$ cat src/rtl/rpvm_pkg.sv
package rpvm_pkg;

   // Depth of the forward power window.
   localparam int WINDOW_DEPTH = 32;
   localparam int WIN_AW       = $clog2(WINDOW_DEPTH);
   localparam int SCAN_W       = $clog2(WINDOW_DEPTH + 1);

   // Depth of the queue between the front and the back.
   localparam int QUEUE_DEPTH = 2;
   localparam int QUEUE_AW    = (QUEUE_DEPTH > 1) ? $clog2(QUEUE_DEPTH) : 1;
   localparam int QUEUE_CW    = $clog2(QUEUE_DEPTH + 1);

   // 0.1074^2 * 0.02 in Q0.24 and 0.2441 in Q0.16, both rounded to nearest.
   localparam logic [11:0] POWER_K = 12'd3870;
   localparam logic [13:0] SCALE_K = 14'd15997;

   // The VSWR numerator 10*(f+r) is at most 20460, so 15 quotient bits.
   localparam int DIV_W     = 15;
   localparam int DIV_CNT_W = $clog2(DIV_W + 1);

   // Configuration register indexes and reset values.
   localparam int CSR_IDX_W = 8;
   localparam logic [CSR_IDX_W-1:0] CSR_VSWR_LIMIT = 8'd0;
   localparam logic [CSR_IDX_W-1:0] CSR_TEMP_LIMIT = 8'd1;
   localparam logic [7:0] VSWR_LIMIT_RESET = 8'd30;
   localparam logic [7:0] TEMP_LIMIT_RESET = 8'd60;

   typedef struct packed {
      logic [9:0] fwd_sample;
      logic [9:0] rev_sample;
      logic [9:0] current_sample;
      logic [9:0] heat_sample;
   } req_payload_type;

   typedef struct packed {
      logic [7:0] fwd_watts;
      logic [7:0] rev_watts;
      logic [7:0] pa_amps_tenths;
      logic [7:0] heatsink_celsius;
      logic [7:0] vswr_tenths;
      logic [7:0] peak_fwd_watts;
      logic       vswr_high;
      logic       temp_high;
   } rsp_payload_type;

   // One classified item travelling from the front to the back.
   typedef struct packed {
      logic [7:0] fwd_watts;
      logic [7:0] rev_watts;
      logic [7:0] pa_amps_tenths;
      logic [7:0] heatsink_celsius;
      logic [9:0] fwd_raw;
      logic [9:0] rev_raw;
   } q_entry_type;

   typedef struct packed {
      logic        valid;
      q_entry_type entry;
   } q_port_type;

   typedef struct packed {
      logic [7:0] vswr_limit;
      logic [7:0] temp_limit;
   } cfg_type;

endpackage

$ cat src/rtl/rpvm_front.sv
module rpvm_front
   import rpvm_pkg::*;
(
   input  logic            clock,
   input  logic            reset,
   input  logic            req_valid,
   output logic            req_ready,
   input  req_payload_type req_payload,
   output q_port_type      push,
   input  logic            q_full
);

   localparam logic [1:0] F_IDLE  = 2'd0;
   localparam logic [1:0] F_SQR   = 2'd1;
   localparam logic [1:0] F_SCALE = 2'd2;
   localparam logic [1:0] F_PUSH  = 2'd3;

   logic [1:0]      state_ff, state_in;
   req_payload_type samp_ff;
   logic [19:0]     fsq_ff, rsq_ff;
   logic [23:0]     amp_prod_ff, heat_prod_ff;
   logic [31:0]     fpow_ff, rpow_ff;

   assign req_ready = (state_ff == F_IDLE);

   always_comb begin
      state_in = state_ff;
      case (state_ff)
         F_IDLE:  if (req_valid) state_in = F_SQR;
         F_SQR:   state_in = F_SCALE;
         F_SCALE: state_in = F_PUSH;
         F_PUSH:  if (!q_full) state_in = F_IDLE;
         default: state_in = F_IDLE;
      endcase
   end

   always_ff @(posedge clock) begin
      if (reset) begin
         state_ff <= F_IDLE;
      end else begin
         state_ff <= state_in;
      end
   end

   // Squares and linear products first, then the power constant.
   always_ff @(posedge clock) begin
      if (req_valid && req_ready) begin
         samp_ff <= req_payload;
      end
      if (state_ff == F_SQR) begin
         fsq_ff       <= 20'(samp_ff.fwd_sample) * 20'(samp_ff.fwd_sample);
         rsq_ff       <= 20'(samp_ff.rev_sample) * 20'(samp_ff.rev_sample);
         amp_prod_ff  <= 24'(samp_ff.current_sample) * 24'(SCALE_K);
         heat_prod_ff <= 24'(samp_ff.heat_sample) * 24'(SCALE_K);
      end
      if (state_ff == F_SCALE) begin
         fpow_ff <= 32'(fsq_ff) * 32'(POWER_K);
         rpow_ff <= 32'(rsq_ff) * 32'(POWER_K);
      end
   end

   // The input widths keep every scaled value below 256, so the integer
   // part is taken as it stands.
   always_comb begin
      push.valid                  = (state_ff == F_PUSH);
      push.entry.fwd_watts        = fpow_ff[31:24];
      push.entry.rev_watts        = rpow_ff[31:24];
      push.entry.pa_amps_tenths   = amp_prod_ff[23:16];
      push.entry.heatsink_celsius = heat_prod_ff[23:16];
      push.entry.fwd_raw          = samp_ff.fwd_sample;
      push.entry.rev_raw          = samp_ff.rev_sample;
   end

endmodule

$ cat src/rtl/rpvm_queue.sv
module rpvm_queue
   import rpvm_pkg::*;
(
   input  logic       clock,
   input  logic       reset,
   input  q_port_type push,
   output logic       q_full,
   output q_port_type pop,
   input  logic       pop_ack
);

   q_entry_type         entries_ff [QUEUE_DEPTH];
   logic [QUEUE_AW-1:0] wr_ptr_ff, rd_ptr_ff;
   logic [QUEUE_CW-1:0] count_ff;
   logic                do_push, do_pop;

   assign q_full    = (count_ff == QUEUE_CW'(QUEUE_DEPTH));
   assign do_push   = push.valid && !q_full;
   assign do_pop    = pop_ack && (count_ff != '0);
   assign pop.valid = (count_ff != '0);
   assign pop.entry = entries_ff[rd_ptr_ff];

   always_ff @(posedge clock) begin
      if (do_push) begin
         entries_ff[wr_ptr_ff] <= push.entry;
      end
   end

   always_ff @(posedge clock) begin
      if (reset) begin
         wr_ptr_ff <= '0;
         rd_ptr_ff <= '0;
         count_ff  <= '0;
      end else begin
         if (do_push) begin
            wr_ptr_ff <= (wr_ptr_ff == QUEUE_AW'(QUEUE_DEPTH - 1)) ? '0 : wr_ptr_ff + 1'b1;
         end
         if (do_pop) begin
            rd_ptr_ff <= (rd_ptr_ff == QUEUE_AW'(QUEUE_DEPTH - 1)) ? '0 : rd_ptr_ff + 1'b1;
         end
         if (do_push && !do_pop) begin
            count_ff <= count_ff + 1'b1;
         end else if (do_pop && !do_push) begin
            count_ff <= count_ff - 1'b1;
         end
      end
   end

endmodule

$ cat src/rtl/rpvm_back.sv
module rpvm_back
   import rpvm_pkg::*;
(
   input  logic            clock,
   input  logic            reset,
   input  q_port_type      pop,
   output logic            pop_ack,
   input  cfg_type         cfg,
   output logic            rsp_valid,
   input  logic            rsp_ready,
   output rsp_payload_type rsp_payload
);

   localparam logic [1:0] B_IDLE = 2'd0;
   localparam logic [1:0] B_RUN  = 2'd1;
   localparam logic [1:0] B_HOLD = 2'd2;

   logic [1:0]            state_ff, state_in;
   q_entry_type           item_ff;

   // Window memory with one valid bit per entry; an entry never written
   // since reset reads as zero.
   logic [7:0]            win_mem [WINDOW_DEPTH];
   logic [WINDOW_DEPTH-1:0] win_vld_ff;
   logic [WIN_AW-1:0]     pos_ff;
   logic [WIN_AW-1:0]     rd_addr;
   logic [7:0]            rd_data_ff;
   logic                  rd_ok_ff;
   logic                  rd_vld_ff;
   logic [SCAN_W-1:0]     scan_cnt_ff;
   logic [7:0]            peak_ff;
   logic                  scan_busy;

   // Restoring divider for 10*(f+r)/(f-r), one quotient bit per cycle.
   logic [9:0]            rem_ff;
   logic [DIV_W-1:0]      quo_ff;
   logic [9:0]            den_ff;
   logic [DIV_CNT_W-1:0]  div_cnt_ff;
   logic                  ratio_ok_ff;
   logic [10:0]           trial;
   logic [10:0]           diff;
   logic                  div_busy;

   logic                  start;
   logic                  out_free;
   logic [10:0]           sum_raw;
   logic [7:0]            vswr;

   logic                  rsp_valid_ff;
   rsp_payload_type       rsp_data_ff;

   assign start     = (state_ff == B_IDLE) && pop.valid;
   assign pop_ack   = start;
   assign scan_busy = (scan_cnt_ff != SCAN_W'(WINDOW_DEPTH));
   assign div_busy  = (div_cnt_ff != DIV_CNT_W'(DIV_W));
   assign rd_addr   = scan_cnt_ff[WIN_AW-1:0];
   assign out_free  = !rsp_valid_ff || rsp_ready;
   assign sum_raw   = 11'(pop.entry.fwd_raw) + 11'(pop.entry.rev_raw);
   assign trial     = {rem_ff, quo_ff[DIV_W-1]};
   assign diff      = trial - {1'b0, den_ff};

   always_comb begin
      if (!ratio_ok_ff) begin
         vswr = 8'd0;
      end else if (quo_ff[DIV_W-1:8] != '0) begin
         vswr = 8'd255;
      end else begin
         vswr = quo_ff[7:0];
      end
   end

   always_comb begin
      state_in = state_ff;
      case (state_ff)
         B_IDLE: if (pop.valid) state_in = B_RUN;
         B_RUN:  if (!scan_busy && !rd_vld_ff && !div_busy) state_in = B_HOLD;
         B_HOLD: if (out_free) state_in = B_IDLE;
         default: state_in = B_IDLE;
      endcase
   end

   always_ff @(posedge clock) begin
      if (reset) begin
         state_ff    <= B_IDLE;
         pos_ff      <= '0;
         win_vld_ff  <= '0;
         rd_vld_ff   <= 1'b0;
         scan_cnt_ff <= SCAN_W'(WINDOW_DEPTH);
         div_cnt_ff  <= DIV_CNT_W'(DIV_W);
      end else begin
         state_ff  <= state_in;
         rd_vld_ff <= (state_ff == B_RUN) && scan_busy;
         if (start) begin
            win_vld_ff[pos_ff] <= 1'b1;
            pos_ff <= (pos_ff == WIN_AW'(WINDOW_DEPTH - 1)) ? '0 : pos_ff + 1'b1;
            scan_cnt_ff <= '0;
            div_cnt_ff  <= '0;
         end else if (state_ff == B_RUN) begin
            if (scan_busy) begin
               scan_cnt_ff <= scan_cnt_ff + 1'b1;
            end
            if (div_busy) begin
               div_cnt_ff <= div_cnt_ff + 1'b1;
            end
         end
      end
   end

   // Window memory: written at the ring position, read by the scan.
   always_ff @(posedge clock) begin
      if (start) begin
         win_mem[pos_ff] <= pop.entry.fwd_watts;
      end
      rd_data_ff <= win_mem[rd_addr];
      rd_ok_ff   <= win_vld_ff[rd_addr];
   end

   always_ff @(posedge clock) begin
      if (start) begin
         item_ff     <= pop.entry;
         peak_ff     <= '0;
         rem_ff      <= '0;
         quo_ff      <= DIV_W'({sum_raw, 3'b000}) + DIV_W'({sum_raw, 1'b0});
         den_ff      <= pop.entry.fwd_raw - pop.entry.rev_raw;
         ratio_ok_ff <= (pop.entry.fwd_raw > pop.entry.rev_raw);
      end else if (state_ff == B_RUN) begin
         if (rd_vld_ff && rd_ok_ff && (rd_data_ff > peak_ff)) begin
            peak_ff <= rd_data_ff;
         end
         if (div_busy) begin
            if (trial >= {1'b0, den_ff}) begin
               rem_ff <= diff[9:0];
               quo_ff <= {quo_ff[DIV_W-2:0], 1'b1};
            end else begin
               rem_ff <= trial[9:0];
               quo_ff <= {quo_ff[DIV_W-2:0], 1'b0};
            end
         end
      end
   end

   // Output register: the next item may be under way while this one waits.
   always_ff @(posedge clock) begin
      if (reset) begin
         rsp_valid_ff <= 1'b0;
      end else if ((state_ff == B_HOLD) && out_free) begin
         rsp_valid_ff <= 1'b1;
      end else if (rsp_ready) begin
         rsp_valid_ff <= 1'b0;
      end
   end

   always_ff @(posedge clock) begin
      if ((state_ff == B_HOLD) && out_free) begin
         rsp_data_ff.fwd_watts        <= item_ff.fwd_watts;
         rsp_data_ff.rev_watts        <= item_ff.rev_watts;
         rsp_data_ff.pa_amps_tenths   <= item_ff.pa_amps_tenths;
         rsp_data_ff.heatsink_celsius <= item_ff.heatsink_celsius;
         rsp_data_ff.vswr_tenths      <= vswr;
         rsp_data_ff.peak_fwd_watts   <= peak_ff;
         rsp_data_ff.vswr_high        <= (vswr >= cfg.vswr_limit);
         rsp_data_ff.temp_high        <= (item_ff.heatsink_celsius >= cfg.temp_limit);
      end
   end

   assign rsp_valid   = rsp_valid_ff;
   assign rsp_payload = rsp_data_ff;

endmodule

$ cat src/rtl/rf_power_vswr_monitor_core.sv
// RF power amplifier monitor: forward and reverse power, PA current,
// heatsink temperature, VSWR times ten and the peak forward power over a
// window of the last WINDOW_DEPTH items, with VSWR-high and temp-high flags.
//
// Channels: req_ carries one set of four 10-bit ADC samples per item, rsp_
// returns one result item per input item, in order. csr_ writes the VSWR
// limit (index 0) and the temperature limit (index 1); other indexes are
// ignored. csr_ready is always high. Limits are sampled when a result is
// formed, so write them only while the block is idle.
//
// Flow: the front steps through accept, two multiply stages and a push for
// each item and takes no new item before the push. The back is bounded by
// the peak scan, which reads the window memory one entry per cycle over
// WINDOW_DEPTH entries, with the restoring divider running alongside.
// Reset (synchronous, active high) clears the window valid bits so every
// entry reads as zero, returns the ring position to zero and loads the
// limits 30 and 60. A stalled receiver holds the result in the output
// register; the back finishes the next item and waits behind it, and the
// two-entry queue then fills until req_ready stays low.
module rf_power_vswr_monitor_core
   import rpvm_pkg::*;
(
   input  logic                 clock,
   input  logic                 reset,
   input  logic                 req_valid,
   output logic                 req_ready,
   input  req_payload_type      req_payload,
   output logic                 rsp_valid,
   input  logic                 rsp_ready,
   output rsp_payload_type      rsp_payload,
   input  logic                 csr_valid,
   output logic                 csr_ready,
   input  logic [CSR_IDX_W-1:0] csr_index,
   input  logic [7:0]           csr_wdata
);

   cfg_type    cfg_ff;
   q_port_type push;
   q_port_type pop;
   logic       q_full;
   logic       pop_ack;

   // Configuration registers; writes are always taken.
   assign csr_ready = 1'b1;

   always_ff @(posedge clock) begin
      if (reset) begin
         cfg_ff.vswr_limit <= VSWR_LIMIT_RESET;
         cfg_ff.temp_limit <= TEMP_LIMIT_RESET;
      end else if (csr_valid && csr_ready) begin
         if (csr_index == CSR_VSWR_LIMIT) begin
            cfg_ff.vswr_limit <= csr_wdata;
         end else if (csr_index == CSR_TEMP_LIMIT) begin
            cfg_ff.temp_limit <= csr_wdata;
         end
      end
   end

   // Front: accepts an item and scales the samples.
   rpvm_front u_front (
      .clock       (clock),
      .reset       (reset),
      .req_valid   (req_valid),
      .req_ready   (req_ready),
      .req_payload (req_payload),
      .push        (push),
      .q_full      (q_full)
   );

   // Short queue that decouples the front from the back.
   rpvm_queue u_queue (
      .clock   (clock),
      .reset   (reset),
      .push    (push),
      .q_full  (q_full),
      .pop     (pop),
      .pop_ack (pop_ack)
   );

   // Back: VSWR divider, window update, peak scan and output register.
   rpvm_back u_back (
      .clock       (clock),
      .reset       (reset),
      .pop         (pop),
      .pop_ack     (pop_ack),
      .cfg         (cfg_ff),
      .rsp_valid   (rsp_valid),
      .rsp_ready   (rsp_ready),
      .rsp_payload (rsp_payload)
   );

endmodule

$ cat config.mk
export PLATFORM = sky130hd
export DESIGN_NAME = rf_power_vswr_monitor_core
export DESIGN_NICKNAME = d
export VERILOG_FILES = /design/src/rtl/rpvm_pkg.sv /design/src/rtl/rpvm_front.sv /design/src/rtl/rpvm_queue.sv /design/src/rtl/rpvm_back.sv /design/src/rtl/rf_power_vswr_monitor_core.sv
export SDC_FILE = /design/constraint.sdc
export NUM_CORES = 2
export LEC_CHECK = 0
export ABC_AREA = 0
export BUFFER_PORTS_ARGS = -buffer_cell sky130_fd_sc_hd__buf_2
export CAP_MARGIN = 20
export CORE_MARGIN = 2
export CORE_UTILIZATION = 55
export CTS_CLUSTER_SIZE = 10
export DETAILED_ROUTE_END_ITERATION = 8
export PLACE_DENSITY = 0.84
export SETUP_SLACK_MARGIN = 0.5
export SKIP_CTS_REPAIR_TIMING = 1
export SLEW_MARGIN = 20
export SYNTH_ARGS = -nofsm -noshare
export SYNTH_HDL_FRONTEND = slang
export SYNTH_SLANG_ARGS = --single-unit
$ cat constraint.sdc
create_clock -name clock -period 5.25 [get_ports clock]
set_input_delay 1.05 -clock clock [delete_from_list [all_inputs] [get_ports clock]]
set_output_delay 1.05 -clock clock [all_outputs]
set_load 0.01 [all_outputs]
Yosys cells after proc, flatten, opt, wreduce, memory -nomap -nowiden
Memory sizes are Yosys's and may differ from the RTL's. A register that Yosys moved wholly into a read port is not among the register bits.
Cells that the tools add are included.

storage, ports and cells
  word-level logic and storage cells = 164
  output and inout bits = 53
  bits in writable memories = 360
  latch bits = 0
  bits of input ports = 61
  memories = 2
  bits in read-only memories = 0
  flip-flop bits (word level) = 390

cells by class
  $add $sub $neg = 11
  reductions and logical operators = 41
  order comparisons = 8
  multiply operators = 6
  div/mod/pow operators = 0
  bitwise logic cells = 2
  muxes and demuxes = 37
  shift operators = 0
  equality and inequality tests = 15

memories
  memory              depth  bits a word  rd ports  clocked after memory_dff  write ports  line              RTL
  u_back.win_mem      32     8            1         1                         1            rpvm_back.sv:23   logic [7:0] win_mem [WINDOW_DEPTH];
  u_queue.entries_ff  2      52           1         1                         1            rpvm_queue.sv:12  q_entry_type entries_ff [QUEUE_DEPTH];

operator list
  kind                                                        count
  multiplier 20 x 11 -> 31 bit, second input constant         2
  multiplier 10 x 14 -> 24 bit, second input constant         2
  2-to-1 mux 15 bit                                           3
  multiplier 10 x 10 -> 20 bit                                2
  bitwise OR 32 bit                                           1
  subtractor 10 bit                                           2
  2-to-1 mux 6 bit                                            3
  >= comparator 8 bit                                         2
  2-to-1 mux 8 bit                                            2
  adder 14 x 12 -> 15 bit                                     1
  2-to-1 mux 2 bit                                            7
  AND reduction 2 bit                                         7
  logical AND 1 bit                                           13
  2-to-1 mux 1 bit                                            13
  less-than comparator 5 x 6 -> 1 bit, second input constant  2
  2-to-1 mux 4 bit                                            3
  nonzero test 2 bit                                          6
  adder 10 x 10 -> 11 bit                                     1
  >= comparator 11 x 10 -> 1 bit                              1
  greater-than comparator 10 bit                              1
  2-to-1 mux 10 bit                                           1
  == test 2 bit, second input constant                        4
  == test 8 x 1 -> 1 bit, second input constant               1
  greater-than comparator 8 bit                               1
  other kinds (26)                                            39

Longest topological paths before layout
  word-level depth = 7
  mapped depth = 22
  depth with buffers taken out = 21

Cells and area by module
From an unflattened synthesis, not the netlist that was laid out.

second synthesis, totals
  cell total of the unflattened synthesis = 3482
  area total of the unflattened synthesis = 45293.4 sq um

by module, submodules not included
  module                      area an instance (sq um)  cells each  seq. area each (sq um)  instances
  rpvm_front                  21839.7                   2028        3343.2                  1
  rpvm_back                   18786.8                   1196        12492.0                 1
  rpvm_queue                  3958.8                    187         3223.1                  1
  rf_power_vswr_monitor_core  708.2                     71          320.3                   1

Worst setup path after synthesis
No wires, ideal clock.

  path kind = register to register
  start = register u_front.rsq_ff[5]
  end = register u_front.rpow_ff[31], data pin
  period minus slack after synthesis = 5551 ps
  data required time = 4990 ps
  slack = -301 ps
  arrival = 5291 ps
  library setup time = 260 ps
  buffers on the path = 0
  stages on the path, launching flop included = 20
  path through = edfxtp_1 > inv_1 > fa_1 > inv_1 > fa_1 > inv_1 > fa_1 > fa_1 > fa_1 > inv_1 > ha_1 > a21oi_1 > o21ai_1 > a211oi_1 > a21oi_1 > o41a_1 > a211o_1 > a21o_1 > a21oi_2 > xnor2_1

between the ends
  longest elaborated chain between the ends = 1

ends and longest elaborated chain
  element                       line              RTL
  start, declared               rpvm_front.sv:20  logic [19:0] fsq_ff, rsq_ff;
  start signal, assigned        rpvm_front.sv:52  rsq_ff <= 20'(samp_ff.rev_sample) * 20'(samp_ff.rev_sample);
  multiplier 20 x 11 -> 31 bit  rpvm_front.sv:58  rpow_ff <= 32'(rsq_ff) * 32'(POWER_K);
  end signal, assigned          rpvm_front.sv:58
  end, declared                 rpvm_front.sv:22  logic [31:0] fpow_ff, rpow_ff;

Every way passes these cells.
A chain may end at the register's enable or synchronous reset.

Worst setup path in the final report
  start = register u_front.fsq_ff[6]
  end = register u_front.fpow_ff[31], data pin

between the ends
  longest elaborated chain between the ends = 1

ends and longest elaborated chain
  element                       line              RTL
  start, declared               rpvm_front.sv:20
  start signal, assigned        rpvm_front.sv:51  fsq_ff <= 20'(samp_ff.fwd_sample) * 20'(samp_ff.fwd_sample);
  multiplier 20 x 11 -> 31 bit  rpvm_front.sv:57  fpow_ff <= 32'(fsq_ff) * 32'(POWER_K);
  end signal, assigned          rpvm_front.sv:57
  end, declared                 rpvm_front.sv:22

Every way passes these cells.

==> results.md <==
* Mapped Cells at around 3400
* Die Height at 289 microns
* Crit-path max FO at 4
* Slew HR at 0.251
* Final Cycle Share at 1.03
* DRT Wirelength at between 90 and 100 mm
* Yosys cell types at between 70 and 80
* Die width at just under 300 microns
* Vias at about 27000
* Fmax achieved at approximately 190 MHz
* Core Area at a little over 0.08 sq mm
* Antenna viol nets, final at 0
* IO Pins at between 100 and 150
* DRT iter0 DRCs at 1888
* Cell taking the most area after synthesis: edfxtp_1
* Syn. warnings at 0
* CP startpoint: u_front.fsq_ff[6]$_DFFE_PN_
* Commonest non-fill, non-tap cell in the layout: inv_1
* Total grt overflow at 0
* Most frequent cells in the layout: inv_1 (620), edfxtp_1 (578), ha_1 (458)
* Clock slew at reported path FFs at ~0.06 ns
* Least-Margin Pin Slew at 1.12 ns
* RSZ-0062 raised after global routing: true
* CTS sink count at 679
* Area contributors post-synth: edfxtp_1 (39%), fa_1 (17%), ha_1 (14%), inv_1 (5.6%), mux4_2 (4.5%)
* Total global-route track usage at 0.225
* Status: finished, violations left
* CTS max path bufs at 3
* Fraction of layout cells with a size suffix above 1 at 0.201
* Worst-Skew Late Latency at 0.65 ns
* Share of Yosys cell area claimed by the top area cell type at 0.389
* Synthesized flop and latch total at ~680
* Most Frequent Cell on Critical Path: fa_1
* Num rows at 104
* Die Area at about 0.083 sq mm
* Max Cap Violations at 0
* CTS root buffer: clkbuf_16
* Area Growth Syn to Fin at 15.2%
* CP Cell Sequence: inv_2 -> fa_1 -> inv_1 -> fa_1 -> inv_1 -> fa_1 -> fa_1 -> inv_1 -> fa_1 -> ha_4 -> and3_4 -> and3b_1 -> o311ai_2 -> a31oi_2 -> a2111oi_4 -> o31ai_4 -> nor4_1 -> nor3_1
* Dpl hpwl at around 65 mm
* Multi-input logic area at 0.0237 sq mm
* Final nets at approximately 4700
* Worst EP arrival at 5.75 ns
* Largest net degree at the start of global routing at 55
* Initial Util at 0.555
* Mean post-synth cell area at ~13 sq um
* Setup crit end kind: register
* Setup violators final at 4
* Vias in the first global route at 28775
* Average wire per standard cell at roughly 20 microns
* Register area at 0.0194 sq mm
* Worst Min Path Start: u_back.item_ff[45]$_DFFE_PP_
* Hold Crit Class: register to register
* CTS tree: built
* Layout fillers at 5469
* Synth Cell Area at 0.0446 sq mm
* Initial DRT Pass Iterations at 7
* Remaining DRCs at 0
* Violated checks: setup timing
* # diodes at 0
* Seq/Total Area, Yosys at 0.434
* Post-place setup slack at -0.165 ns
* Worst path slowest cell: fa_1
* Vias per cell at ~5.5
* Main flop type after synthesis: edfxtp_1
* First-pass GRT wire length at between 100 and 150 mm
* Crit path launch type: register
* Clk_skew at 0.0261 ns
* CP max stage delay at roughly 0.53 ns
* FFs w/ async S/R, synth at 0
* Initial antenna violation count at 2
* Critical path type: register to register
* Number of synthesized flops with an enable pin at 578
* Final setup margin at -0.133 ns
* CTS H-tree lvls at 3
* TritonCTS Buffers at 81
* Fin. Hold Viols at 0
* Number of port buffers at 112
* Routability Congestion at a little under 0.9
* CP required at around 5.6 ns
* RR Startpoint: u_front.fsq_ff[6]$_DFFE_PN_
* Final Critical Period at 5.38 ns
* Number of max-slew violations in the final report at 0
-- through the flow --
stage | cells | hold WS [ns] | utilization | area [sq um] | setup TNS, ns
finish | 4862 | 0.415 | 0.640 | 51400 | -0.279
global placement | 4648 | 0.402 | 0.589 | 47300 | 0
detailed placement | 4649 | 0.405 | 0.589 | 47400 | -0.276
CTS | 4794 | 0.417 | 0.621 | 49900 | -0.404
global route | 4862 | 0.420 | 0.640 | 51400 | -1.89
floorplan | 3443 | 0.400 | - | 45000 | 0
-- area by class of cell --
| type | instances | share of cell area |
|---|---|---|
| Clock buffer | 132 | 0.0445 |
| Clock inverter | 13 | 0.00462 |
| Inverter | 670 | 0.0489 |
| Multi-Input combinational cell | 2023 | 0.460 |
| Sequential cell | 679 | 0.377 |
| Tap cell | 1060 | 0.0258 |
| Timing Repair Buffer | 285 | 0.0387 |
-- synthesized netlist by cell type, types with 20 or more instances --
cell type,count
a21o_1,40
xnor2_1,72
o21ai_1,36
xor2_1,41
inv_1,667
dfxtp_1,101
o21a_1,20
nor3_1,29
nand3_1,24
mux4_2,90
nor2_1,183
edfxtp_1,578
o21ai_0,43
ha_1,500
clkbuf_1,57
and2_1,63
nand2_1,105
mux2_2,53
mux2i_1,40
nor2b_1,30
a21oi_1,83
fa_1,383
-- cells by family after synthesis --
logic type	share of synthesized area
AOI/OAI and AO/OA	0.0450
xor gates and xnor gates	0.0222
adders and majority gates	0.312
buffers and inverters	0.0626
DFF	0.434
muxes	0.0682
other	0.000168
and+or+nand+nor	0.0559
-- metal layers --
metal | global-route usage | vias to the layer above | wire, microns
met5 | 0 | - | 24
met4 | 0.0822 | 4 | 3480
met3 | 0.0302 | 244 | 4930
met2 | 0.402 | 884 | 49200
met1 | 0.281 | 13571 | 37300
li1 | - | 12244 | -
-- state kept, by name (all words and copies together) (netlist names), 10 cells and up, named ones only --
register,count
u_back.den_ff,10
u_back.rsp_payload,50
u_back.win_vld_ff,32
u_back.quo_ff,15
u_front.samp_ff,20
u_back.rem_ff,10
cfg_ff,16
u_front.rsq_ff,19
u_back.win_mem,256
u_back.item_ff,32
u_queue.entries_ff,104
u_front.push,20
u_front.fsq_ff,19
-- worst max-delay path: cells and delay by family (launching register included) --
family	cells	cell delay, ns
adder cells (fa/ha/maj)	6	2.72
AO/OA/AOI/OAI	4	1.03
AND/OR/NAND/NOR	4	0.76
flip-flops	1	0.38
buffers and inverters	4	0.23
-- final timing paths --
path	cells past startpoint	slack, ns	endpoint
worst max-delay path	18	-0.13	u_front.fpow_ff[31]$_DFFE_PP_
worst max register to register	18	-0.13	u_front.fpow_ff[31]$_DFFE_PP_
worst min-delay path	0	0.42	u_back.rsp_payload[43]$_DFFE_PP_
worst min register to register	0	0.42	u_back.rsp_payload[43]$_DFFE_PP_
Power is left out: the tool's default activity adds up to more than one toggle a clock period on the data nets, which glitch-free logic cannot reach.
